**src/rtl/core/pdcd_pkg.sv**
```systemverilog
package pdcd_pkg;

  localparam int unsigned EVENT_BYTES  = 4;
  localparam int unsigned NUM_CHANNELS = 4;

  // Payload position and counter widths.
  localparam int unsigned IDX_W  = (EVENT_BYTES > 1) ? $clog2(EVENT_BYTES) : 1;
  localparam int unsigned CNT_W  = $clog2(EVENT_BYTES + 1);
  localparam int unsigned SLOT_W = (NUM_CHANNELS > 1) ? $clog2(NUM_CHANNELS) : 1;

  // Packet queue between the parser and the emitter.
  localparam int unsigned QDEPTH = 2;
  localparam int unsigned QPTR_W = (QDEPTH > 1) ? $clog2(QDEPTH) : 1;
  localparam int unsigned QCNT_W = $clog2(QDEPTH + 1);

  localparam logic [7:0] START_BYTE_RST    = 8'h7E;
  localparam logic [7:0] TIMEOUT_TICKS_RST = 8'd5;

  typedef enum logic {
    OP_BYTE = 1'b0,
    OP_TICK = 1'b1
  } op_e;

  typedef enum logic {
    REG_START_BYTE    = 1'b0,
    REG_TIMEOUT_TICKS = 1'b1
  } reg_idx_e;

  typedef struct packed {
    logic       operation;
    logic [7:0] rx_byte;
    logic [1:0] channel;
  } in_item_t;

  typedef struct packed {
    logic [7:0] event_byte;
    logic [4:0] byte_index;
    logic [7:0] packet_id;
    logic [1:0] source_channel;
    logic       last;
  } out_item_t;

  typedef struct packed {
    logic [7:0] start_byte;
    logic [7:0] timeout_ticks;
  } cfg_t;

  // One accepted packet as it waits for emission.
  typedef struct packed {
    logic [EVENT_BYTES-1:0][7:0] payload;
    logic [7:0]                  packet_id;
    logic [1:0]                  channel;
  } pkt_t;

  typedef struct packed {
    logic empty;
    logic full;
  } q_stat_t;

  // Channel folded onto the id store; the channel is narrow, so a few
  // conditional subtractions do the reduction.
  function automatic logic [SLOT_W-1:0] slot_of(input logic [1:0] ch);
    logic [4:0] v;
    v = {3'b000, ch};
    for (int i = 0; i < 4; i++) begin
      if (v >= 5'(NUM_CHANNELS)) begin
        v = v - 5'(NUM_CHANNELS);
      end
    end
    return v[SLOT_W-1:0];
  endfunction

endpackage

```
**src/rtl/core/packet_deframer_checksum_dedup.sv**
```systemverilog
// Channel  | Direction | Handshake            | Payload
// input    | in        | push / full          | in_item_i  (operation, rx_byte, channel)
// result   | out       | empty / pop          | out_item_o (event_byte .. last)
// config   | in        | cfg_we_i, cfg_idx_i  | cfg_data_i (start_byte, timeout_ticks)
//
// The parser takes one item per cycle while full is low; full rises only when
// both entries of the packet queue are occupied.
// An accepted packet enters the packet queue with its checksum byte, then the result
// register, and gives one result per cycle while pop is high, EVENT_BYTES in all.
// The emitter reads the queue head one payload byte per cycle while pop is high,
// which sets the sustained output rate. Reset is asynchronous and clears the parser,
// the id store, the queue and the result register; there is no clearing pass.
module packet_deframer_checksum_dedup (
  input  logic                clk_i,
  input  logic                rst_ni,
  input  logic                push,
  output logic                full,
  input  pdcd_pkg::in_item_t  in_item_i,
  output logic                empty,
  input  logic                pop,
  output pdcd_pkg::out_item_t out_item_o,
  input  logic                cfg_we_i,
  input  logic                cfg_idx_i,
  input  logic [7:0]          cfg_data_i
);

  pdcd_pkg::cfg_t     cfg_q;
  pdcd_pkg::pkt_t     pkt_new, pkt_head;
  pdcd_pkg::q_stat_t  q_stat;
  logic               accept;
  logic               q_push;
  logic               q_pop;

  always_ff @(posedge clk_i or negedge rst_ni) begin
    if (!rst_ni) begin
      cfg_q.start_byte    <= pdcd_pkg::START_BYTE_RST;
      cfg_q.timeout_ticks <= pdcd_pkg::TIMEOUT_TICKS_RST;
    end else if (cfg_we_i) begin
      unique case (cfg_idx_i)
        pdcd_pkg::REG_START_BYTE:    cfg_q.start_byte    <= cfg_data_i;
        pdcd_pkg::REG_TIMEOUT_TICKS: cfg_q.timeout_ticks <= cfg_data_i;
        default: ;
      endcase
    end
  end

  assign full   = q_stat.full;
  assign accept = push && !full;

  pdcd_front u_front (
    .clk_i    (clk_i),
    .rst_ni   (rst_ni),
    .cfg_i    (cfg_q),
    .accept_i (accept),
    .item_i   (in_item_i),
    .push_o   (q_push),
    .pkt_o    (pkt_new)
  );

  pdcd_queue u_queue (
    .clk_i  (clk_i),
    .rst_ni (rst_ni),
    .push_i (q_push),
    .pkt_i  (pkt_new),
    .pop_i  (q_pop),
    .head_o (pkt_head),
    .stat_o (q_stat)
  );

  pdcd_emit u_emit (
    .clk_i    (clk_i),
    .rst_ni   (rst_ni),
    .head_i   (pkt_head),
    .q_stat_i (q_stat),
    .deq_o    (q_pop),
    .pop_i    (pop),
    .empty_o  (empty),
    .item_o   (out_item_o)
  );

  // A packet is only ever handed to the queue when there is room for it.
  assert property (@(posedge clk_i) disable iff (!rst_ni) q_push |-> !q_stat.full)
    else $error("packet pushed into a full queue");

  // The final result of a run sits at the last payload position.
  assert property (@(posedge clk_i) disable iff (!rst_ni)
      (!empty && out_item_o.last) |->
      (out_item_o.byte_index == 5'(pdcd_pkg::EVENT_BYTES - 1)))
    else $error("last flag on the wrong payload position");

  // The rest of a run is still queued, so taking a non-final result refills at once.
  assert property (@(posedge clk_i) disable iff (!rst_ni)
      (pop && !empty && !out_item_o.last) |=> !empty)
    else $error("gap inside a result run");

  // Tick items never produce a queued packet.
  assert property (@(posedge clk_i) disable iff (!rst_ni)
      q_push |-> (accept && (in_item_i.operation == pdcd_pkg::OP_BYTE)))
    else $error("packet queued without an accepted byte");

endmodule

```
**src/rtl/core/pdcd_front.sv**
```systemverilog
module pdcd_front (
  input  logic                clk_i,
  input  logic                rst_ni,
  input  pdcd_pkg::cfg_t      cfg_i,
  input  logic                accept_i,
  input  pdcd_pkg::in_item_t  item_i,
  output logic                push_o,
  output pdcd_pkg::pkt_t      pkt_o
);

  typedef enum logic [1:0] {
    PH_IDLE    = 2'd0,
    PH_PAYLOAD = 2'd1,
    PH_ID      = 2'd2,
    PH_CHECK   = 2'd3
  } phase_e;

  phase_e                           phase_q, phase_d;
  logic [7:0]                       sum_q, sum_d;
  logic [pdcd_pkg::CNT_W-1:0]       count_q, count_d;
  logic [7:0]                       held_id_q, held_id_d;
  logic [7:0]                       tmo_q, tmo_d;
  logic [7:0]                       last_id_q [pdcd_pkg::NUM_CHANNELS];
  logic [7:0]                       store_q [pdcd_pkg::EVENT_BYTES];
  logic [pdcd_pkg::SLOT_W-1:0]      slot;
  logic [7:0]                       tmo_dec;
  logic                             is_byte;
  logic                             good;

  assign is_byte = accept_i && (item_i.operation == pdcd_pkg::OP_BYTE);
  assign slot    = pdcd_pkg::slot_of(item_i.channel);
  assign tmo_dec = (tmo_q != 8'd0) ? tmo_q - 8'd1 : 8'd0;
  assign good    = (sum_q == item_i.rx_byte) && (last_id_q[slot] != held_id_q);

  always_comb begin
    phase_d   = phase_q;
    sum_d     = sum_q;
    count_d   = count_q;
    held_id_d = held_id_q;
    tmo_d     = tmo_q;
    push_o    = 1'b0;
    if (accept_i) begin
      if (item_i.operation == pdcd_pkg::OP_TICK) begin
        tmo_d = tmo_dec;
        if ((phase_q != PH_IDLE) && (tmo_dec == 8'd0)) begin
          phase_d = PH_IDLE;
        end
      end else begin
        tmo_d = cfg_i.timeout_ticks;
        unique case (phase_q)
          PH_IDLE: begin
            if (item_i.rx_byte == cfg_i.start_byte) begin
              phase_d = PH_PAYLOAD;
              sum_d   = 8'd0;
              count_d = '0;
            end
          end
          PH_PAYLOAD: begin
            sum_d   = sum_q + item_i.rx_byte;
            count_d = count_q + 1'b1;
            if (count_d >= pdcd_pkg::CNT_W'(pdcd_pkg::EVENT_BYTES)) begin
              phase_d = PH_ID;
            end
          end
          PH_ID: begin
            held_id_d = item_i.rx_byte;
            sum_d     = sum_q + item_i.rx_byte;
            phase_d   = PH_CHECK;
          end
          PH_CHECK: begin
            phase_d = PH_IDLE;
            push_o  = good;
          end
          default: phase_d = PH_IDLE;
        endcase
      end
    end
  end

  always_ff @(posedge clk_i or negedge rst_ni) begin
    if (!rst_ni) begin
      phase_q   <= PH_IDLE;
      sum_q     <= 8'd0;
      count_q   <= '0;
      held_id_q <= 8'd0;
      tmo_q     <= 8'd0;
      for (int c = 0; c < pdcd_pkg::NUM_CHANNELS; c++) begin
        last_id_q[c] <= 8'd0;
      end
    end else begin
      phase_q   <= phase_d;
      sum_q     <= sum_d;
      count_q   <= count_d;
      held_id_q <= held_id_d;
      tmo_q     <= tmo_d;
      if (push_o) begin
        last_id_q[slot] <= held_id_q;
      end
    end
  end

  // Each payload register is loaded when the count reaches its position.
  always_ff @(posedge clk_i) begin
    if (is_byte && (phase_q == PH_PAYLOAD)) begin
      for (int i = 0; i < pdcd_pkg::EVENT_BYTES; i++) begin
        if (count_q == pdcd_pkg::CNT_W'(i)) begin
          store_q[i] <= item_i.rx_byte;
        end
      end
    end
  end

  always_comb begin
    for (int i = 0; i < pdcd_pkg::EVENT_BYTES; i++) begin
      pkt_o.payload[i] = store_q[i];
    end
    pkt_o.packet_id = held_id_q;
    pkt_o.channel   = item_i.channel;
  end

endmodule

```
**src/rtl/core/pdcd_queue.sv**
```systemverilog
module pdcd_queue (
  input  logic               clk_i,
  input  logic               rst_ni,
  input  logic               push_i,
  input  pdcd_pkg::pkt_t     pkt_i,
  input  logic               pop_i,
  output pdcd_pkg::pkt_t     head_o,
  output pdcd_pkg::q_stat_t  stat_o
);

  pdcd_pkg::pkt_t                mem_q [pdcd_pkg::QDEPTH];
  logic [pdcd_pkg::QPTR_W-1:0]   wr_q, wr_d, rd_q, rd_d;
  logic [pdcd_pkg::QCNT_W-1:0]   cnt_q, cnt_d;
  logic                          do_push, do_pop;

  assign stat_o.empty = (cnt_q == '0);
  assign stat_o.full  = (cnt_q == pdcd_pkg::QCNT_W'(pdcd_pkg::QDEPTH));
  assign do_push      = push_i && !stat_o.full;
  assign do_pop       = pop_i && !stat_o.empty;
  assign head_o       = mem_q[rd_q];

  always_comb begin
    wr_d  = wr_q;
    rd_d  = rd_q;
    cnt_d = cnt_q;
    if (do_push) begin
      wr_d = (wr_q == pdcd_pkg::QPTR_W'(pdcd_pkg::QDEPTH - 1)) ? '0 : wr_q + 1'b1;
    end
    if (do_pop) begin
      rd_d = (rd_q == pdcd_pkg::QPTR_W'(pdcd_pkg::QDEPTH - 1)) ? '0 : rd_q + 1'b1;
    end
    if (do_push && !do_pop) begin
      cnt_d = cnt_q + 1'b1;
    end else if (do_pop && !do_push) begin
      cnt_d = cnt_q - 1'b1;
    end
  end

  always_ff @(posedge clk_i or negedge rst_ni) begin
    if (!rst_ni) begin
      wr_q  <= '0;
      rd_q  <= '0;
      cnt_q <= '0;
    end else begin
      wr_q  <= wr_d;
      rd_q  <= rd_d;
      cnt_q <= cnt_d;
    end
  end

  always_ff @(posedge clk_i) begin
    if (do_push) begin
      mem_q[wr_q] <= pkt_i;
    end
  end

endmodule

```
**src/rtl/core/pdcd_emit.sv**
```systemverilog
module pdcd_emit (
  input  logic                clk_i,
  input  logic                rst_ni,
  input  pdcd_pkg::pkt_t      head_i,
  input  pdcd_pkg::q_stat_t   q_stat_i,
  output logic                deq_o,
  input  logic                pop_i,
  output logic                empty_o,
  output pdcd_pkg::out_item_t item_o
);

  logic                         valid_q;
  logic [pdcd_pkg::IDX_W-1:0]   idx_q;
  pdcd_pkg::out_item_t          item_q;
  logic                         load;
  logic                         at_end;

  // Output register refills when empty or taken and a packet waits.
  assign load   = (!valid_q || pop_i) && !q_stat_i.empty;
  assign at_end = (idx_q == pdcd_pkg::IDX_W'(pdcd_pkg::EVENT_BYTES - 1));
  assign deq_o  = load && at_end;

  always_ff @(posedge clk_i or negedge rst_ni) begin
    if (!rst_ni) begin
      valid_q <= 1'b0;
      idx_q   <= '0;
    end else begin
      if (load) begin
        valid_q <= 1'b1;
        idx_q   <= at_end ? '0 : idx_q + 1'b1;
      end else if (pop_i) begin
        valid_q <= 1'b0;
      end
    end
  end

  always_ff @(posedge clk_i) begin
    if (load) begin
      item_q.event_byte     <= head_i.payload[idx_q];
      item_q.byte_index     <= 5'(idx_q);
      item_q.packet_id      <= head_i.packet_id;
      item_q.source_channel <= head_i.channel;
      item_q.last           <= at_end;
    end
  end

  assign empty_o = !valid_q;
  assign item_o  = item_q;

endmodule

```
**config.mk**
```make
export PLATFORM = sky130hd
export DESIGN_NAME = packet_deframer_checksum_dedup
export DESIGN_NICKNAME = d
export VERILOG_FILES = /design/src/rtl/core/pdcd_pkg.sv /design/src/rtl/core/packet_deframer_checksum_dedup.sv /design/src/rtl/core/pdcd_front.sv /design/src/rtl/core/pdcd_queue.sv /design/src/rtl/core/pdcd_emit.sv
export SDC_FILE = /design/constraint.sdc
export NUM_CORES = 1
export LEC_CHECK = 0
export ABC_CLOCK_PERIOD_IN_PS = 7150
export BUFFER_PORTS_ARGS = -buffer_cell sky130_fd_sc_hd__buf_2
export CAP_MARGIN = 20
export CORE_MARGIN = 5
export CORE_UTILIZATION = 40
export CTS_CLUSTER_DIAMETER = 120
export DETAILED_ROUTE_END_ITERATION = 8
export GPL_ROUTABILITY_DRIVEN = 0
export PLACE_DENSITY = 0.6
export SLEW_MARGIN = 10
export SYNTH_ARGS = -nofsm -noshare
export SYNTH_HDL_FRONTEND = slang
export SYNTH_SLANG_ARGS = --single-unit
```
**constraint.sdc**
```tcl
create_clock -name clk_i -period 7.15 [get_ports clk_i]
set_input_delay 1.43 -clock clk_i [delete_from_list [all_inputs] [get_ports clk_i]]
set_output_delay 1.43 -clock clk_i [all_outputs]
set_load 0.05 [all_outputs]
```
==> report_table.html <==
<table>
<tr><th>Metric</th><th>Value</th></tr>
<tr><th colspan="2">Critical path</th></tr>
<tr><td>Category of the worst setup path capture point</td><td>register</td></tr>
<tr><td>Critical R2R Launch</td><td>u_queue.cnt_q[1]</td></tr>
<tr><td>Required time of the worst setup path</td><td>7280 ps</td></tr>
<tr><td>Worst setup path startpoint</td><td>in_item_i[0]</td></tr>
<tr><td>Element type at the critical path start</td><td>primary input</td></tr>
<tr><td>Largest driver fanout on the critical path</td><td>42</td></tr>
<tr><td>Crit path kind</td><td>in2reg</td></tr>
<tr><td>Arrival time of the worst setup path</td><td>approximately 4000 ps</td></tr>
<tr><th colspan="2">Clock network</th></tr>
<tr><td>Clock latency at the later pin of the worst-skew pair</td><td>roughly 520 ps</td></tr>
<tr><td>Clock root cell</td><td>sky130_fd_sc_hd__clkbuf_16</td></tr>
<tr><td>Sink Count</td><td>about 220</td></tr>
<tr><td>Hold buffer count at cts</td><td>0</td></tr>
<tr><td>H-tree lvl count</td><td>1</td></tr>
<tr><td>CTS resizes</td><td>0</td></tr>
<tr><td>Maximum count of clock buffers along a single path</td><td>3</td></tr>
<tr><td>Clock tree from TritonCTS</td><td>built</td></tr>
<tr><td>Clk pin slew, worst setup/hold paths</td><td>60 ps</td></tr>
<tr><td>Post-CTS Setup Bufs</td><td>0</td></tr>
<tr><td>Number of buffers created by CTS</td><td>24</td></tr>
<tr><th colspan="2">Layout</th></tr>
<tr><td>Post-route cell area</td><td>10600 um^2</td></tr>
<tr><td>Cell Count, Final, Fillers Out</td><td>between 900 and 1000</td></tr>
<tr><td>Share of cells above drive strength 1</td><td>0.306</td></tr>
<tr><td>Area growth syn-to-layout</td><td>14.9%</td></tr>
<tr><td>Number of nets at the end of the flow</td><td>657</td></tr>
<tr><th colspan="2">Detailed routing</th></tr>
<tr><td>WL per Instance</td><td>18.7 um</td></tr>
<tr><td>Pre-Repair DR Iteration Count</td><td>4</td></tr>
<tr><td>Number of nets still failing antenna checks after routing</td><td>0</td></tr>
<tr><td>Drt via density</td><td>5.19</td></tr>
<tr><td>WL final</td><td>approximately 17000 um</td></tr>
<tr><td>Detailed-route via count</td><td>4746</td></tr>
<tr><td>Initial detailed-routing violation count</td><td>214</td></tr>
<tr><td>Remaining DRCs</td><td>0</td></tr>
<tr><th colspan="2">Synth</th></tr>
<tr><td>Sequential cell area fraction in the yosys report</td><td>0.673</td></tr>
<tr><td>Share of synthesized flip-flops with an asynchronous set or reset</td><td>0.380</td></tr>
<tr><td>Netlist cell types</td><td>51</td></tr>
<tr><td>Mean post-synth cell area</td><td>16.8 um^2</td></tr>
<tr><td>#FFs+latches synth</td><td>~220</td></tr>
<tr><td>Synth Warn #</td><td>0</td></tr>
<tr><td>Synthesized cell area</td><td>9250 um^2</td></tr>
<tr><td>Number of enable flip-flop cells after synthesis</td><td>137</td></tr>
<tr><td>Leading register cell type out of synthesis</td><td>sky130_fd_sc_hd__edfxtp_1</td></tr>
<tr><td>Cells after synthesis</td><td>approximately 550</td></tr>
<tr><th colspan="2">Run</th></tr>
<tr><td>Max-Cap Viols</td><td>0</td></tr>
<tr><th colspan="2">Pwr</th></tr>
<tr><td>Overall power after layout</td><td>roughly 4000 uW</td></tr>
<tr><td>Cell internal power dissipation</td><td>2780 uW</td></tr>
<tr><td>Leakage</td><td>0.00417 uW</td></tr>
<tr><td>Total power divided by cell area</td><td>379 nW/um^2</td></tr>
<tr><td>Switching share of total power</td><td>0.311</td></tr>
<tr><td>Switching power</td><td>approximately 1300 uW</td></tr>
<tr><td>Clock network fraction of total power</td><td>0.324</td></tr>
<tr><td>Worst vdd ir</td><td>0.000189 V</td></tr>
<tr><td>Logic pwr share</td><td>0.239</td></tr>
<tr><td>Sequential group share of total power</td><td>0.437</td></tr>
<tr><th colspan="2">Floorplanning</th></tr>
<tr><td>Floorplan row count</td><td>55</td></tr>
<tr><td>Starting density of the core</td><td>0.407</td></tr>
<tr><td>Die Wd</td><td>about 160 um</td></tr>
<tr><td>Total die area</td><td>26300 um^2</td></tr>
<tr><td>Boundary pin count</td><td>51</td></tr>
<tr><td>Die height</td><td>162 um</td></tr>
<tr><td>Area inside the core boundary</td><td>roughly 23000 um^2</td></tr>
<tr><th colspan="2">GRT</th></tr>
<tr><td>Remaining global-route overflow</td><td>0</td></tr>
<tr><td>Number of antenna violations at the first check in global routing</td><td>0</td></tr>
<tr><td>Pin count of the biggest net entering global routing</td><td>85</td></tr>
<tr><td>Wire length of the first global-routing pass</td><td>27800 um</td></tr>
<tr><td>Total routing usage reported by global routing</td><td>0.133</td></tr>
<tr><td>Number of global-route vias before repair</td><td>5003</td></tr>
<tr><th colspan="2">Timing</th></tr>
<tr><td>Worst Slack Setup Final</td><td>about 3300 ps</td></tr>
<tr><td>Clock skew after layout</td><td>between 10 and 15 ps</td></tr>
<tr><td>Final setup fails</td><td>0</td></tr>
<tr><td>Final hold violation count</td><td>0</td></tr>
<tr><td>Actual slew at the worst max-slew pin</td><td>1000 ps</td></tr>
<tr><td>Setup TNS</td><td>0 ps</td></tr>
<tr><td>Fmax</td><td>257 MHz</td></tr>
<tr><td>Post-route minimum period</td><td>slightly below 4000 ps</td></tr>
<tr><td>Unrepaired setup endpoints after global routing</td><td>no</td></tr>
<tr><td>Worst slew slack as a fraction of its limit</td><td>0.332</td></tr>
<tr><td>Portion of the clock cycle consumed by the worst path in the final layout</td><td>0.543</td></tr>
<tr><td>Final Max Tran Viols</td><td>0</td></tr>
<tr><th colspan="2">Hold path</th></tr>
<tr><td>Hold Crit Start</td><td>u_front.store_q[2][5]</td></tr>
<tr><td>Hold Crit Class</td><td>reg2reg</td></tr>
<tr><th colspan="2">Place</th></tr>
<tr><td>Post-detail-place hpwl</td><td>11400 um</td></tr>
<tr><td>I/O Buffers</td><td>47</td></tr>
<tr><td>Placed cell count</td><td>868</td></tr>
<tr><td>Dpl ws</td><td>between 2000 and 3000 ps</td></tr>
<tr><td>DP Area</td><td>9760 um^2</td></tr>
<tr><th colspan="2">Outcome</th></tr>
<tr><td>Status</td><td>finished, final reports clean</td></tr>
</table>
==> per-stage QoR <==
step	utilization	hold WS, ps
floorplan	-	421
global placement	0.430	424
detailed placement	0.430	431
CTS	0.467	432
global route	0.468	442
finish	0.468	440
==> routing by layer <==
| layer | wire (um) | global-route usage | vias to the layer above |
|---|---|---|---|
| li1 | - | - | 2208 |
| met1 | 7400 | 0.176 | 2401 |
| met2 | 8550 | 0.226 | 110 |
| met3 | 759 | 0.0249 | 27 |
| met4 | 346 | 0.0342 | 0 |
| met5 | 0 | 0 | - |
==> power by group through the flow <==
stage          combinational, uW  clock (uW)  sequential [uW]
3_3_place_gp                 957           0             1780
4_1_cts                      978        1340             1770
2_1_floorplan                617           0             1880
3_5_place_dp                 974           0             1790
5_1_grt                     1060        1390             1790
6_report                     966        1310             1760
==> final timing paths <==
| check | endpoint | slack (ps) | cells past startpoint |
|---|---|---|---|
| min | u_queue.mem_q[1][31] | 440 | 0 |
| min reg2reg | u_queue.mem_q[1][31] | 440 | 0 |
| max reg2reg | u_queue.mem_q[1][22] | 4080 | 6 |
| min in group asynchronous | cfg_q[4] | 970 | 1 |
| max in group asynchronous | u_front.last_id_q[8] | 5630 | 1 |
| max | u_queue.mem_q[1][22] | 3270 | 7 |
==> flip-flops by register name, indices dropped and copies added (netlist names) <==
signal / cells
u_queue.mem_q: 84
u_front.last_id_q: 32
u_front.store_q: 32
u_emit.item_o: 21
cfg_q: 16
u_front.held_id_q: 8
u_front.sum_q: 8
u_front.tmo_q: 8
u_front.count_q: 3
u_emit.idx_q: 2
u_front.phase_q: 2
u_queue.cnt_q: 2
u_emit.valid_q: 1
u_queue.rd_q: 1
u_queue.wr_q: 1
==> final cells by class <==
class	instances	area [um^2]
fillers	1939	12100
flip-flops and latches	221	6230
multi-input cells	291	2840
clock buffers	30	643
well taps	285	357
repair buffers	51	269
clock inverters	14	209
inverters	21	78.8
diodes	1	2.50
==> Yosys cell counts (3+ instances only) <==
library cell	number	area, um^2
sky130_fd_sc_hd__edfxtp_1	137	4110
sky130_fd_sc_hd__dfrtp_1	76	1900
sky130_fd_sc_hd__mux2_2	50	563
sky130_fd_sc_hd__mux2_4	24	360
sky130_fd_sc_hd__o21ai_0	24	120
sky130_fd_sc_hd__xnor2_1	23	201
sky130_fd_sc_hd__ha_1	21	263
sky130_fd_sc_hd__inv_1	21	78.8
sky130_fd_sc_hd__nor2_1	20	75.1
sky130_fd_sc_hd__mux4_2	16	360
sky130_fd_sc_hd__a21oi_1	13	65.1
sky130_fd_sc_hd__nand2_1	12	45.0
sky130_fd_sc_hd__clkbuf_1	9	33.8
sky130_fd_sc_hd__dfstp_2	8	210
sky130_fd_sc_hd__mux4_1	8	210
sky130_fd_sc_hd__nand3_1	7	35.0
sky130_fd_sc_hd__and2_1	5	31.3
sky130_fd_sc_hd__mux2i_1	5	50.1
sky130_fd_sc_hd__nand4_1	5	31.3
sky130_fd_sc_hd__nor3_1	5	25.0
sky130_fd_sc_hd__nor4_1	5	31.3
sky130_fd_sc_hd__buf_6	4	45.0
sky130_fd_sc_hd__or4_1	4	30.0
sky130_fd_sc_hd__and3_1	3	18.8
sky130_fd_sc_hd__buf_2	3	15.0
sky130_fd_sc_hd__buf_4	3	22.5
sky130_fd_sc_hd__nand2b_1	3	18.8
sky130_fd_sc_hd__o21a_1	3	22.5
sky130_fd_sc_hd__o22ai_1	3	18.8
sky130_fd_sc_hd__or3_1	3	18.8
sky130_fd_sc_hd__xor2_1	3	26.3
==> layout by cell type, fill, tap and decap left out, types with 16 or more instances in the layout <==
cell / n
sky130_fd_sc_hd__mux2_2: 50
sky130_fd_sc_hd__ha_1: 21
sky130_fd_sc_hd__mux2_4: 24
sky130_fd_sc_hd__nor2_1: 20
sky130_fd_sc_hd__buf_2: 46
sky130_fd_sc_hd__clkbuf_16: 24
sky130_fd_sc_hd__xnor2_1: 23
sky130_fd_sc_hd__mux4_2: 16
sky130_fd_sc_hd__o21ai_0: 24
sky130_fd_sc_hd__inv_1: 21
sky130_fd_sc_hd__dfrtp_1: 76
sky130_fd_sc_hd__edfxtp_1: 137
==> worst max-delay path: stages <==
cell and delay (ps):
sky130_fd_sc_hd__buf_2 300, sky130_fd_sc_hd__mux4_1 620, sky130_fd_sc_hd__xnor2_1 150, sky130_fd_sc_hd__nand4_1 160
sky130_fd_sc_hd__nor2_2 90, sky130_fd_sc_hd__nor3_1 360, sky130_fd_sc_hd__and2_2 890
==> logic make-up after synthesis <==
family	count (synthesis)	synth area share
other	1	0.000405
muxes	104	0.168
xor gates and xnor gates	26	0.0246
AOI/OAI and AO/OA	54	0.0340
and+or+nand+nor	82	0.0473
DFF	221	0.673
buffers and inverters	42	0.0219
adders and majority gates	22	0.0306
(Power assumes the default switching activity.)
